`config.mk`:
```
export PLATFORM = sky130hd
export DESIGN_NAME = keypad_code_lock_top
export DESIGN_NICKNAME = d
export VERILOG_FILES = /design/src/rtl/kcl_pkg.sv /design/src/rtl/keypad_code_lock_top.sv /design/src/rtl/kcl_core.sv
export SDC_FILE = /design/constraint.sdc
export NUM_CORES = 1
export LEC_CHECK = 0
export BUFFER_PORTS_ARGS = -buffer_cell sky130_fd_sc_hd__clkbuf_2
export CAP_MARGIN = 20
export CELL_PAD_IN_SITES_DETAIL_PLACEMENT = 1
export CELL_PAD_IN_SITES_GLOBAL_PLACEMENT = 1
export CORE_ASPECT_RATIO = 0.6
export CORE_UTILIZATION = 50
export CTS_BUF_LIST = sky130_fd_sc_hd__clkbuf_4
export CTS_CLUSTER_SIZE = 10
export DETAILED_ROUTE_END_ITERATION = 6
export PLACE_DENSITY_LB_ADDON = 0.1
export SLEW_MARGIN = 20
export SYNTH_ARGS = -nofsm -noshare
export SYNTH_HDL_FRONTEND = slang
export SYNTH_SLANG_ARGS = --single-unit
```
`constraint.sdc`:
```
create_clock -name clk -period 4.1 [get_ports clk]
set_clock_uncertainty 0.15 [all_clocks]
set_input_delay 0.41 -clock clk [delete_from_list [all_inputs] [get_ports clk]]
set_output_delay 0.41 -clock clk [all_outputs]
set_load 0.005 [all_outputs]
```
`src/rtl/kcl_pkg.sv`:
```
// Shared types, constants and key decode for the keypad code lock.
package kcl_pkg;

	localparam int CODE_DIGITS = 4;
	localparam int POS_W       = $clog2(CODE_DIGITS + 1);
	localparam int CFG_W       = 16;

	// register indexes on the configuration port
	localparam logic [1:0] CFG_SECRET   = 2'd0;
	localparam logic [1:0] CFG_DEBOUNCE = 2'd1;
	localparam logic [1:0] CFG_TIMEOUT  = 2'd2;

	localparam logic [3:0] KEY_STAR = 4'd10;
	localparam logic [3:0] KEY_HASH = 4'd11;
	localparam logic [3:0] KEY_NONE = 4'd15;
	localparam logic [3:0] KEY_MAX_DIGIT = 4'd9;

	localparam logic OP_TICK  = 1'b0;
	localparam logic OP_PRESS = 1'b1;

	typedef enum logic [2:0] {
		ACT_NONE    = 3'd0,
		ACT_IDLE    = 3'd1,
		ACT_FIRST   = 3'd2,
		ACT_ECHO    = 3'd3,
		ACT_SUCCESS = 3'd4,
		ACT_WRONG   = 3'd5
	} act_t;

	typedef struct packed {
		logic       operation;
		logic [1:0] key_row;
		logic [1:0] key_column;
	} kcl_item_t;

	typedef struct packed {
		act_t       action;
		logic [3:0] digit;
		logic       toggle;
		logic       ignored;
	} kcl_result_t;

	typedef struct packed {
		logic [CFG_W-1:0] secret_code;
		logic [CFG_W-1:0] debounce_ticks;
		logic [CFG_W-1:0] timeout_ticks;
	} kcl_cfg_t;

	// 4x3 keypad: 1 2 3 / 4 5 6 / 7 8 9 / * 0 #, column three is no key
	function automatic logic [3:0] key_lookup(input logic [1:0] row, input logic [1:0] col);
		logic [3:0] key;
		key = KEY_NONE;
		if (col != 2'd3) begin
			if (row == 2'd3) begin
				unique case (col)
					2'd0:    key = KEY_STAR;
					2'd1:    key = 4'd0;
					default: key = KEY_HASH;
				endcase
			end else begin
				key = 4'({2'b00, row} * 4'd3 + {2'b00, col} + 4'd1);
			end
		end
		return key;
	endfunction

endpackage

```
`src/rtl/keypad_code_lock_top.sv`:
```
// Top level of the keypad code lock: config registers, input register, result register.
// Keypad code lock. Each input word is a one-millisecond tick or a key press and gives exactly
// one result word. One word is taken per clock while in_stall is low; a result word passes the
// input register, then the state update in kcl_core, then the result register. Configuration
// writes take effect at the next edge and belong in idle periods. After reset the code is 2539,
// the lockout 200 ticks, the timeout 5000 ticks.
module keypad_code_lock_top
	import kcl_pkg::*;
(
	input  logic             clk,
	input  logic             arst_n,
	input  logic             cfg_write,
	input  logic [1:0]       cfg_index,
	input  logic [CFG_W-1:0] cfg_data,
	input  logic             in_valid,
	output logic             in_stall,
	input  logic             operation,
	input  logic [1:0]       key_row,
	input  logic [1:0]       key_column,
	output logic             out_valid,
	input  logic             out_stall,
	output logic [2:0]       display_action,
	output logic [3:0]       shown_digit,
	output logic             door_toggle,
	output logic             press_ignored
);

	kcl_cfg_t    cfg_q;
	logic        valid_s1;
	kcl_item_t   item_s1;
	kcl_result_t result;
	kcl_result_t result_s2;
	logic        valid_s2;
	logic        advance;
	logic        step;

	always_ff @(posedge clk or negedge arst_n) begin
		if (!arst_n) begin
			cfg_q.secret_code    <= 16'h2539;
			cfg_q.debounce_ticks <= 16'd200;
			cfg_q.timeout_ticks  <= 16'd5000;
		end else if (cfg_write) begin
			unique case (cfg_index)
				CFG_SECRET:   cfg_q.secret_code    <= cfg_data;
				CFG_DEBOUNCE: cfg_q.debounce_ticks <= cfg_data;
				CFG_TIMEOUT:  cfg_q.timeout_ticks  <= cfg_data;
				default: ;
			endcase
		end
	end

	// result register frees up when empty or when its word is taken
	assign advance  = !valid_s2 || !out_stall;
	assign step     = valid_s1 && advance;
	assign in_stall = valid_s1 && !advance;

	always_ff @(posedge clk or negedge arst_n) begin
		if (!arst_n) begin
			valid_s1 <= 1'b0;
		end else if (!in_stall) begin
			valid_s1 <= in_valid;
		end
	end

	always_ff @(posedge clk) begin
		if (!in_stall && in_valid) begin
			item_s1 <= '{operation: operation, key_row: key_row, key_column: key_column};
		end
	end

	kcl_core u_core (
		.clk    (clk),
		.arst_n (arst_n),
		.step   (step),
		.item   (item_s1),
		.cfg    (cfg_q),
		.result (result)
	);

	always_ff @(posedge clk or negedge arst_n) begin
		if (!arst_n) begin
			valid_s2 <= 1'b0;
		end else if (advance) begin
			valid_s2 <= valid_s1;
		end
	end

	always_ff @(posedge clk) begin
		if (step) begin
			result_s2 <= result;
		end
	end

	assign out_valid      = valid_s2;
	assign display_action = result_s2.action;
	assign shown_digit    = result_s2.digit;
	assign door_toggle    = result_s2.toggle;
	assign press_ignored  = result_s2.ignored;

`ifndef ASSERT_OFF
	a_stall_needs_word: assert property (@(posedge clk) disable iff (!arst_n)
		in_stall |-> valid_s1 && valid_s2 && out_stall)
		else $error("input stalled without a waiting word");

	a_step_gives_result: assert property (@(posedge clk) disable iff (!arst_n)
		step |=> valid_s2)
		else $error("processed word did not reach the result register");

	a_toggle_on_success: assert property (@(posedge clk) disable iff (!arst_n)
		out_valid && door_toggle |-> display_action == ACT_SUCCESS)
		else $error("door toggle without success");

	a_ignored_is_quiet: assert property (@(posedge clk) disable iff (!arst_n)
		out_valid && press_ignored |-> display_action == ACT_NONE && !door_toggle)
		else $error("ignored press produced an action");
`endif

endmodule

```
`src/rtl/kcl_core.sv`:
```
// Lock state: entry phase, digits, debounce and timeout counters, and the result of one word.
module kcl_core
	import kcl_pkg::*;
(
	input  logic        clk,
	input  logic        arst_n,
	input  logic        step,
	input  kcl_item_t   item,
	input  kcl_cfg_t    cfg,
	output kcl_result_t result
);

	typedef enum logic [1:0] {
		PH_IDLE  = 2'd0,
		PH_ENTER = 2'd1,
		PH_WAIT  = 2'd2,
		PH_SHOWN = 2'd3
	} phase_t;

	phase_t            phase_q, phase_n;
	logic [POS_W-1:0]  pos_q, pos_n;
	logic [3:0]        digits_q [CODE_DIGITS];
	logic [3:0]        digits_n [CODE_DIGITS];
	logic              enabled_q, enabled_n;
	logic [CFG_W-1:0]  deb_q, deb_n;
	logic [CFG_W-1:0]  tmo_q, tmo_n;
	logic [3:0]        key;
	logic              match;
	logic [CFG_W-1:0]  code_shift;

	assign key = key_lookup(item.key_row, item.key_column);

	always_comb begin
		match = 1'b1;
		code_shift = '0;
		for (int i = 0; i < CODE_DIGITS; i++) begin
			// nibbles beyond the register read as zero
			code_shift = cfg.secret_code >> (4 * (CODE_DIGITS - 1 - i));
			if (code_shift[3:0] != digits_q[i])
				match = 1'b0;
		end
	end

	always_comb begin
		phase_n   = phase_q;
		pos_n     = pos_q;
		digits_n  = digits_q;
		enabled_n = enabled_q;
		deb_n     = deb_q;
		tmo_n     = tmo_q;
		result    = '{action: ACT_NONE, digit: 4'd0, toggle: 1'b0, ignored: 1'b0};

		if (item.operation == OP_TICK) begin
			if (deb_q != '0) begin
				deb_n = deb_q - 1'b1;
				if (deb_n == '0)
					enabled_n = 1'b1;
			end
			if (tmo_q != '0) begin
				tmo_n = tmo_q - 1'b1;
				if (tmo_n == '0) begin
					phase_n = PH_IDLE;
					pos_n   = '0;
					for (int i = 0; i < CODE_DIGITS; i++)
						digits_n[i] = 4'd0;
					result.action = ACT_IDLE;
				end
			end
		end else if (!enabled_q) begin
			result.ignored = 1'b1;
		end else begin
			if (cfg.debounce_ticks != '0) begin
				enabled_n = 1'b0;
				deb_n     = cfg.debounce_ticks;
			end
			tmo_n = (cfg.timeout_ticks == '0) ? CFG_W'(1) : cfg.timeout_ticks;

			if ((phase_q == PH_IDLE || phase_q == PH_ENTER) && key <= KEY_MAX_DIGIT) begin
				for (int i = 0; i < CODE_DIGITS; i++)
					if (pos_q == POS_W'(i))
						digits_n[i] = key;
				pos_n = pos_q + 1'b1;
				// in idle the position is zero, so the first digit is the key itself
				result.action = (phase_q == PH_IDLE) ? ACT_FIRST : ACT_ECHO;
				result.digit  = key;
				phase_n = (pos_n >= POS_W'(CODE_DIGITS)) ? PH_WAIT : PH_ENTER;
			end else if (phase_q == PH_WAIT && key == KEY_HASH) begin
				phase_n = PH_SHOWN;
				if (match) begin
					result.action = ACT_SUCCESS;
					result.toggle = 1'b1;
				end else begin
					result.action = ACT_WRONG;
				end
			end
		end
	end

	always_ff @(posedge clk or negedge arst_n) begin
		if (!arst_n) begin
			phase_q   <= PH_IDLE;
			pos_q     <= '0;
			enabled_q <= 1'b1;
			deb_q     <= '0;
			tmo_q     <= '0;
			for (int i = 0; i < CODE_DIGITS; i++)
				digits_q[i] <= 4'd0;
		end else if (step) begin
			phase_q   <= phase_n;
			pos_q     <= pos_n;
			enabled_q <= enabled_n;
			deb_q     <= deb_n;
			tmo_q     <= tmo_n;
			digits_q  <= digits_n;
		end
	end

endmodule

```
==> results of run 1 <==
-- sequential cells by signal, summed over array words and instances (netlist names) --
signal,flops
u_core.enabled_q,1
valid_s1,1
out_valid,1
display_action,3
u_core.digits_q,16
u_core.deb_q,16
item_s1,5
door_toggle,1
cfg_q,48
u_core.tmo_q,16
u_core.phase_q,2
shown_digit,4
u_core.pos_q,3
press_ignored,1
-- how the worst min path moves through the flow --
stage            startpoint         to  slack [ns]  depth (start not counted)
5_1_grt         cfg_data[8]  cfg_q[24]       0.003                          2
3_5_place_dp       valid_s1  out_valid        0.35                          1
2_1_floorplan        arst_n   cfg_q[0]       -0.04                          0
6_report        cfg_data[8]   cfg_q[8]        0.04                          2
3_3_place_gp       valid_s1  out_valid        0.33                          1
4_1_cts        cfg_data[12]  cfg_q[44]       0.004                          2
-- cell usage in the layout, fill, tap and decap left out, drive strengths merged, types with 3 or more instances in the layout --
master	count
o21ai	28
nand3b	6
nor2	29
xnor2	17
dfstp	16
inv	35
ha	15
buf	12
and2	6
a21boi	5
dfrtp	88
nor4	23
nand3	45
o21a	3
a221o	15
nor3b	5
nand4	11
edfxtp	14
a211oi	6
nor4b	7
nand2	36
o22ai	6
nor2b	4
mux2	48
or3	5
or4	8
o211ai	18
a21oi	34
clkbuf	55
nand4b	5
a22oi	7
nor3	8
nand2b	10
o31ai	6
clkinv	7
or2	3
dlygate4sd3	19
clkinvlp	3
-- final cells by class --
type / count / area [sq um] / share of cell area
multi-input cells: 447 / 3208 / 0.4389
flip-flops and latches: 118 / 3043 / 0.4163
repair buffers: 68 / 469.2 / 0.06419
well taps: 165 / 206.4 / 0.02824
clock buffers: 18 / 135.1 / 0.01849
clock inverters: 14 / 127.6 / 0.01746
inverters: 32 / 120.1 / 0.01643
-- report_power, final --
group | switching, W | leakage (nW) | total [W] | internal [W]
combinational | 0.000341 | 1.54 | 0.000643 | 0.000302
sequential | 0.000287 | 1.27 | 0.00166 | 0.00138
clock | 0.000504 | 0.137 | 0.000815 | 0.000311
-- layer usage --
metal / wire length (um) / global-route usage
met1: 9844 / 0.4972
met2: 9075 / 0.4849
met3: 1746 / 0.08426
met4: 212 / 0.08503
met5: 0 / 0
-- Yosys cell counts, drive strengths merged (6+ instances only) --
| library cell | count |
|---|---|
| o211ai | 18 |
| o21ai | 28 |
| xnor2 | 17 |
| a211oi | 6 |
| dfstp | 16 |
| nor4b | 7 |
| nor2 | 29 |
| nand4 | 11 |
| a21oi | 34 |
| nor4 | 23 |
| and2 | 6 |
| o31ai | 6 |
| nor3 | 8 |
| mux2 | 48 |
| nand2b | 10 |
| or4 | 8 |
| nand2 | 36 |
| inv | 32 |
| a22oi | 7 |
| a221o | 15 |
| ha | 15 |
| nand3b | 6 |
| clkbuf | 30 |
| dfrtp | 88 |
| edfxtp | 14 |
| nand3 | 45 |
| o22ai | 6 |
-- critical path, delay by kind of cell (launching register included) --
kind,cells,cell delay [ns]
AOI/OAI and AO/OA,4,1.31
adders and majority gates,2,0.85
DFF,1,0.48
and+or+nand+nor,2,0.38
-- per-stage QoR --
step           std cells  utilization  setup slack [ns]  instance area [sq um]
3_3_place_gp         811       0.5551            0.9523                   6847
6_report             862       0.5926            0.7149                   7310
4_1_cts              861       0.5910            0.7817                   7289
5_1_grt              862       0.5926            0.5344                   7310
3_5_place_dp         811       0.5551            0.8388                   6847
2_1_floorplan        629            -             1.096                   6480
-- repair_timing --
item,CTS,global route
hold endpoints to repair,99,2
hold buffers,18,1
resized for setup,0,0
-- cell families after synthesis --
kind of cell	after synthesis	synth area share
DFF	118	0.4696
muxes	49	0.08496
adders and majority gates	17	0.03514
xor gates and xnor gates	17	0.02298
AOI/OAI and AO/OA	146	0.1610
and+or+nand+nor	218	0.1892
buffers and inverters	64	0.03707
==> flow_summary_export.csv, run 1 <==
group,metric,value,unit
sta,relSlewSlack,0.3319,
cts,root_buffer,"clkbuf_4",
cts,clockBufferDepth,2,
yosys,syn_area,6480,sq um
pwr,power_density,427.0,nW/um^2
pwr,vdd_drop_max,0.0002403,V
global_route,grt_overflow,0,
drt,post_drt_wl_per_cell,24.22,um
status,outcome,"complete, no violations",
hold_path,min_path_type,"input port to register",
worst_setup_path,worstSetupPathType,"register to register",
die,core_area,12330,sq um
die,rows,31,
worst_setup_path,slowest_delay,0.80,ns
global_route,grt_start_max_net_pins,79,
yosys,synth_edf_count,14,
worst_setup_path,worst_path_max_delay_cell,"o21ai_0",
pwr,leakagePower,2.947,nW
cts,clk_pin_slew_worst_paths,0.12,ns
worst_setup_path,worstRegToRegCells,8,
sta,tns,0,ns
global_route,grt_pass1_wl,33350,um
cts,htree_num_levels,4,
flow_run,cap_violations,0,
sta,hold_viol_final,0,
placed_design,hpwl,14910,um
worst_setup_path,setup.worst_path.start,"item_s1[1]",
drt,dr.pass1.iters,5,
yosys,syn_inst,629,
die,dieArea,13430,sq um
worst_setup_path,worstPathCellList,"fa_1, ha_1, a211oi_1, o21ai_0, nand4b_1, o22ai_1, nand3_1, o31ai_1",
cts,clock-sinks,118,
yosys,synth_area_per_cell,10.30,sq um
sta,rsz0062_at_grt,"false",
yosys,yosysTopAreaCell,"dfrtp_1",
die,fp.dieH,90.18,um
worst_setup_path,r2r_setup_slack,0.71,ns
global_route,grt.total_usage,0.3351,
yosys,synthDistinctLibCells,63,
final_layout,fin_nets,729,
sta,fmax,295.4,MHz
yosys,syn_nets,674,
sta,finalCritPeriodShare,0.8256,
worst_setup_path,crit_end,"display_action[0]",
drt,viasPerCell,6.466,
yosys,synth_top_area_share,0.3398,
global_route,antenna_found_initial,1,
die,start_util,0.5254,
worst_setup_path,rr_endpoint,"display_action[0]",
cts,cts_tree,"built",
yosys,ys_seq_elements,118,
drt,vias,5574,
worst_setup_path,worst-path-max-fanout,6,
yosys,synthFlopType,"dfrtp_1",
drt,drt_iter0_markers,509,
final_layout,nFillCells,1346,
global_route,grt_pass1_vias,5884,
worst_setup_path,worstPathRequired,4.28,ns
yosys,synth-seq-area-share,0.4696,
placed_design,place.gp.congestion,0.9416,
final_layout,diodes,0,
sta,holdWs,0.04016,ns
final_layout,syn_to_final_growth,12.80,%
final_layout,layout-drive-gt1-share,0.2324,
cts,cts_setup_buffers,0,
cts,clock_latency,0.55,ns
sta,slew_viol_final,0,
yosys,synth_top_cells_by_area,"dfrtp_1, mux2_2, dfstp_2",
drt,antenna_left,0,
worst_setup_path,endpoint_kind,"register",
drt,drc_errors,0,
worst_setup_path,critPathArrivalTime,3.56,ns
yosys,async_flop_share,0.8814,
sta,finalSetupViolations,0,
drt,wl,20880,um
sta,fin_crit,3.385,ns
placed_design,io_buffers,38,
cts,numCtsBuffers,17,
yosys,yosys_warnings,0,
die,io_pins,39,
worst_setup_path,start_kind,"register",
die,die_w,149.0,um
worst_setup_path,r2r_start,"item_s1[1]",
sta,tightestPinTransition,0.9917,ns
pwr,power,0.003121,W
Note: power is estimated with default switching activity, not from simulation.
==> run 2: changes to the inputs <==
Clock period 4.1 ns to 3.5 ns, I/O delays scaled along.
==> run 2 against run 1 <==
  * Die area unchanged
  * Maximum frequency increased by 1.5%
  * Cell area increased by 2.3%
  * Highest routed layer unchanged
  * Count of clock-buffer cells in the layout unchanged
  * Combinational power increased by 23%
  * Utilization increased by 1.4 points
==> flow_summary_export.csv, run 2 (same netlist as run 1, synthesis figures left out) <==
group,metric,value,unit
cts,clock_latency,0.56,ns
sta,tightestPinTransition,0.8813,ns
flow_run,cap_violations,0,
worst_setup_path,worstPathRequired,3.78,ns
cts,htree_num_levels,4,
sta,rsz0062_at_grt,"false",
final_layout,top_register,"cfg_q",
worst_setup_path,worst-path-max-fanout,9,
die,dieArea,13430,sq um
pwr,power_frac_comb,0.206,
cts,cts_tree,"built",
placed_design,dp_cells,819,
worst_setup_path,start_kind,"register",
die,die_w,149.0,um
worst_setup_path,critPathArrivalTime,3.62,ns
final_layout,layout_common_cells,"dfrtp_1, mux2_2, nand3_1",
drt,antenna_left,0,
pwr,p_switching,0.001339,W
drt,vias,5627,
die,fp.dieH,90.18,um
cts,ctsHoldBuffers,25,
drt,viasPerCell,6.424,
die,start_util,0.5254,
global_route,antenna_found_initial,1,
pwr,power_density,512.3,nW/um^2
cts,cts.repair.resized,0,
die,rows,31,
cts,clk_pin_slew_worst_paths,0.13,ns
final_layout,diodes,0,
worst_setup_path,critPathTopFamily,"compound AO/OA/AOI/OAI gates",
sta,tns,0,ns
sta,finalCritPeriodShare,0.9529,
pwr,pwr-share-clk,0.288,
cts,numCtsBuffers,17,
cts,root_buffer,"clkbuf_4",
placed_design,place.gp.congestion,0.9636,
global_route,grt_overflow,0,
worst_setup_path,worst_path_max_delay_cell,"dfrtp_1",
final_layout,largest_reg_flops,48,
placed_design,hpwl,15190,um
drt,drc_errors,0,
drt,wl,21050,um
sta,hold_viol_final,0,
global_route,grt_pass1_vias,5914,
drt,post_drt_wl_per_cell,24.03,um
sta,holdWs,0.2172,ns
sta,slew_viol_final,0,
worst_setup_path,slowest_delay,0.50,ns
pwr,p_seq_frac,0.506,
cts,clock-sinks,118,
pwr,vdd_drop_max,0.0002716,V
hold_path,min_path_type,"input port to asynchronous set/reset pin",
sta,finalSetupViolations,0,
die,io_pins,39,
pwr,power,0.003833,W
global_route,grt_pass1_wl,33790,um
pwr,leakagePower,3.033,nW
final_layout,syn_to_final_growth,15.45,%
final_layout,stdcell_count,876,
status,outcome,"complete, no violations",
sta,relSlewSlack,0.4107,
global_route,grt_start_max_net_pins,56,
worst_setup_path,path_buf_inv,1,
pwr,swShare,0.3493,
worst_setup_path,endpoint_kind,"register",
final_layout,layout-drive-gt1-share,0.2391,
drt,dr.pass1.iters,5,
cts,clockBufferDepth,2,
drt,drt_iter0_markers,415,
cts,cts_setup_buffers,0,
worst_setup_path,worstPathCellList,"inv_1, ha_1, or3b_1, o31a_2, nor4_1, o2111ai_4, o31ai_4, o22ai_1",
worst_setup_path,worstSetupPathType,"register to register",
pwr,p_int,0.002494,W
global_route,grt.total_usage,0.3373,
final_layout,final_common_cell,"dfrtp_1",
sta,fmax,299.8,MHz
final_layout,nFillCells,1338,
sta,fin_crit,3.335,ns
die,core_area,12330,sq um
placed_design,io_buffers,38,
final_layout,fin_nets,743,
-- run 2: changes by cell type in the layout (fill, tap and decap cells not counted) --
cell	delta
clkinv_4	+1
nor3b_4	-1
nor3b_2	+1
clkinvlp_4	-1
dlygate4sd3_1	+6
buf_4	+8
clkinv_2	-2
inv_4	+1
buf_6	-1
bufinv_16	+2
buf_12	+1
inv_6	-1
-- run 2: final timing paths --
check,startpoint,to,slack (ns),cells past startpoint
worst max-delay path,u_core.tmo_q[0],u_core.pos_q[2],0.16,8
worst max register to register,u_core.tmo_q[0],u_core.pos_q[2],0.16,8
worst min-delay path,arst_n,u_core.deb_q[3],0.22,2
max in group asynchronous,arst_n,cfg_q[7],2.17,3
min in group clk,cfg_index[0],cfg_q[47],0.27,4
worst min register to register,valid_s1,out_valid,0.37,1
-- run 2: final cells by class --
| class | instances | area, sq um | share of cell area |
|---|---|---|---|
| clock buffers | 18 | 135.1 | 0.01806 |
| clock inverters | 14 | 176.4 | 0.02358 |
| inverters | 32 | 120.1 | 0.01606 |
| multi-input cells | 447 | 3202 | 0.4280 |
| flip-flops and latches | 118 | 3043 | 0.4068 |
| well taps | 165 | 206.4 | 0.02760 |
| repair buffers | 82 | 598.1 | 0.07995 |
-- run 2: power by group through the flow --
stage          sequential, W  combinational, W  clock (W)
2_1_floorplan        0.00178          0.000568          0
3_3_place_gp         0.00192          0.000698          0
3_5_place_dp         0.00195          0.000746          0
4_1_cts              0.00192          0.000775    0.00111
5_1_grt              0.00197          0.000865    0.00117
6_report             0.00194          0.000788    0.00110
-- run 2: layer usage --
metal	track usage	wire length, um
met1	0.4937	10030
met2	0.4767	8954
met3	0.1117	1818
met4	0.08418	246
met5	0	0
-- run 2: stage by stage --
stage               cell area, sq um  setup WS (ns)    util
detailed placement              6919         0.2389  0.5610
global route                    7481        0.03740  0.6065
global placement                6919         0.3898  0.5610
floorplan                       6480         0.4965       -
CTS                             7481         0.2280  0.6065
finish                          7481         0.1649  0.6065
==> run 3: changes to the inputs <==
Settings changed: ABC_AREA set to 1, CORE_UTILIZATION 50 to 48.
==> run 3 against run 2 <==
  * Sequential cell count stayed put
  * Non-clock buffer count is 23 lower
  * Die area is 3.8% higher
  * Cell count is 18% higher
  * Worst setup slack better by 0.10 ns
  * Critical path type unchanged
  * Critical endpoint is now u_core.digits_q[15]
  * Largest cell class is now sequential cells
==> flow_summary_export.csv, run 3 <==
group,metric,value,unit
status,outcome,"complete, no violations",
cts,clk_pin_slew_worst_paths,0.11,ns
drt,wl,19490,um
yosys,yosysTopAreaCell,"dfrtp_1",
drt,viasPerCell,5.565,
drt,drc_errors,0,
drt,drt_iter0_markers,334,
global_route,grt_overflow,0,
yosys,ys_top_cells_by_count,"nand2_1, o21ai_0, dfrtp_1",
yosys,async_flop_share,0.8814,
sta,tightestPinTransition,1.049,ns
final_layout,top_register,"cfg_q",
final_layout,layout-drive-gt1-share,0.1407,
yosys,syn_area,6460,sq um
pwr,vdd_drop_max,0.0002929,V
hold_path,min_path_type,"input port to register",
yosys,synth_top_family_by_area,"simple AND/OR/NAND/NOR gates",
worst_setup_path,endpoint_kind,"register",
sta,layout_setup_ws,0.2648,ns
cts,numCtsBuffers,17,
global_route,grt_pass1_vias,6066,
cts,cts_setup_buffers,0,
pwr,leakagePower,3.463,nW
yosys,synth_area_per_cell,8.025,sq um
yosys,synth-simple-area-share,0.2731,
yosys,synthDistinctLibCells,37,
sta,tns,0,ns
final_layout,diodes,0,
yosys,ys_seq_elements,118,
yosys,synthFlopType,"dfrtp_1",
die,rows,32,
cts,cts_tree,"built",
worst_setup_path,start_kind,"register",
global_route,grt.total_usage,0.3017,
yosys,synth-seq-area-share,0.4710,
sta,finalSetupViolations,0,
cts,clockBufferDepth,2,
drt,post_drt_wl_per_cell,18.79,um
final_layout,layout_common_cells,"nand2_1, o21ai_0, dfrtp_1",
die,die_w,151.8,um
yosys,synth_xor_xnor_area_share,0.03796,
die,io_pins,39,
drt,vias,5771,
die,dieArea,13940,sq um
placed_design,hpwl,14200,um
sta,relSlewSlack,0.2985,
final_layout,fin_nets,900,
sta,hold_viol_final,0,
worst_setup_path,worstSetupPathType,"register to register",
final_layout,post-route-util,0.5551,
yosys,synth_top_cells_by_area,"dfrtp_1, nand2_1, o21ai_0",
global_route,grt_pass1_wl,31750,um
yosys,synth_top_area_share,0.3409,
placed_design,io_buffers,38,
sta,finalCritPeriodShare,0.9243,
flow_run,cap_violations,0,
yosys,synth_compound_area_frac,0.1094,
global_route,grt_start_max_net_pins,67,
yosys,synth_edf_count,14,
final_layout,nFillCells,1652,
final_layout,final_common_cell,"nand2_1",
worst_setup_path,critPathArrivalTime,3.50,ns
sta,fin_crit,3.235,ns
drt,antenna_left,0,
worst_setup_path,worstPathRequired,3.77,ns
die,start_util,0.4980,
yosys,yosysMostFrequentCell,"nand2_1",
yosys,syn_nets,850,
yosys,syn_inst,805,
yosys,yosys_warnings,0,
cts,root_buffer,"clkbuf_4",
cts,clock-sinks,118,
cts,htree_num_levels,4,
pwr,power_density,681.2,nW/um^2
yosys,synthAdderAreaFrac,0.03525,
sta,fmax,309.1,MHz
final_layout,largest_reg_flops,48,
drt,dr.pass1.iters,5,
sta,rsz0062_at_grt,"false",
die,core_area,12970,sq um
yosys,synthMuxAreaShare,0,
sta,slew_viol_final,0,
global_route,antenna_found_initial,0,
worst_setup_path,worst-path-max-fanout,6,
placed_design,dp_slack,0.2436,ns
cts,clock_latency,0.52,ns
die,fp.dieH,91.86,um
final_layout,syn_to_final_growth,11.47,%
placed_design,place.gp.congestion,0.9489,
-- run 3: cell count changes after synthesis, moves of 11 or more --
cell and change:
o21ai_0 +67, mux2_2 -48, a221o_1 -14, nor2_2 +11, clkbuf_1 -12, xor2_1 +19, nor4_1 -12, nand2_1 +178
inv_1 +52, a21oi_1 -24, nand4_1 +17, nor2_1 +35
-- run 3: cell type report --
| class | instances | area [sq um] | area share |
|---|---|---|---|
| Sequential cell | 118 | 3043 | 0.4226 |
| Multi-Input combinational cell | 571 | 2972 | 0.4127 |
| Timing Repair Buffer | 59 | 385.4 | 0.05352 |
| Inverter | 88 | 330.3 | 0.04587 |
| Tap cell | 170 | 212.7 | 0.02954 |
| Clock buffer | 19 | 142.6 | 0.01981 |
| Clock inverter | 12 | 115.1 | 0.01599 |
-- run 3: worst max-delay path: stages, from the launching register on --
cell      delay (ns)
edfxtp_1        0.47
fa_1            0.55
fa_1            0.43
o21ai_0         0.15
o21ai_0         0.10
inv_1           0.14
nand2_1         0.07
nand2_1         0.06
nand2_1         0.13
nand2_2         0.15
nand2_2         0.18
nor2_4          0.19
nand3_2         0.14
nand2_1         0.15
nand2_1         0.06
-- run 3: timing repair --
action                                  CTS  global route
hold buffers                             13             1
endpoints found under the hold margin    77             1
resized for setup                         0             5
endpoints found under the setup margin    0            16
-- run 3: final timing paths --
check / from / to / slack, ns / cells after the start
max: item_s1[1] / u_core.digits_q[15] / 0.26 / 14
min: cfg_data[7] / cfg_q[7] / 0.03 / 3
min in group asynchronous: arst_n / u_core.deb_q[15] / 0.33 / 2
min reg2reg: valid_s1 / out_valid / 0.34 / 2
max reg2reg: item_s1[1] / u_core.digits_q[15] / 0.26 / 14
max in group asynchronous: arst_n / cfg_q[37] / 1.90 / 3
-- run 3: stage by stage --
stage	total power, W	instances	hold slack [ns]	cell area, sq um
after CTS	0.004882	1036	0.005969	7163
after floorplan	0.003320	805	-0.09559	6460
after global placement	0.003783	992	0.2903	6775
final	0.004905	1037	0.02788	7201
after global routing	0.005268	1037	0.01320	7201
after detailed placement	0.003902	992	0.3166	6775
-- run 3: layer usage --
metal | GRT usage | vias to the layer above | wire length [um]
met1 | 0.4491 | 2879 | 9776
met2 | 0.4477 | 136 | 8528
met4 | 0.06271 | 0 | 189
li1 | - | 2738 | -
met5 | 0 | - | 0
met3 | 0.06617 | 18 | 993
-- run 3: report_power, final --
part	switching [W]	total (W)	leakage, nW	internal, W
registers	0.000379	0.00214	1.41	0.00176
logic	0.00121	0.00182	1.91	0.000608
clock network	0.000529	0.000953	0.140	0.000424
-- run 3: cell families after synthesis --
kind of cell             after synthesis
AO/OA/AOI/OAI                        130
XOR/XNOR                              28
adder cells (fa/ha/maj)               17
buffers and inverters                116
flip-flops                           118
AND/OR/NAND/NOR                      396
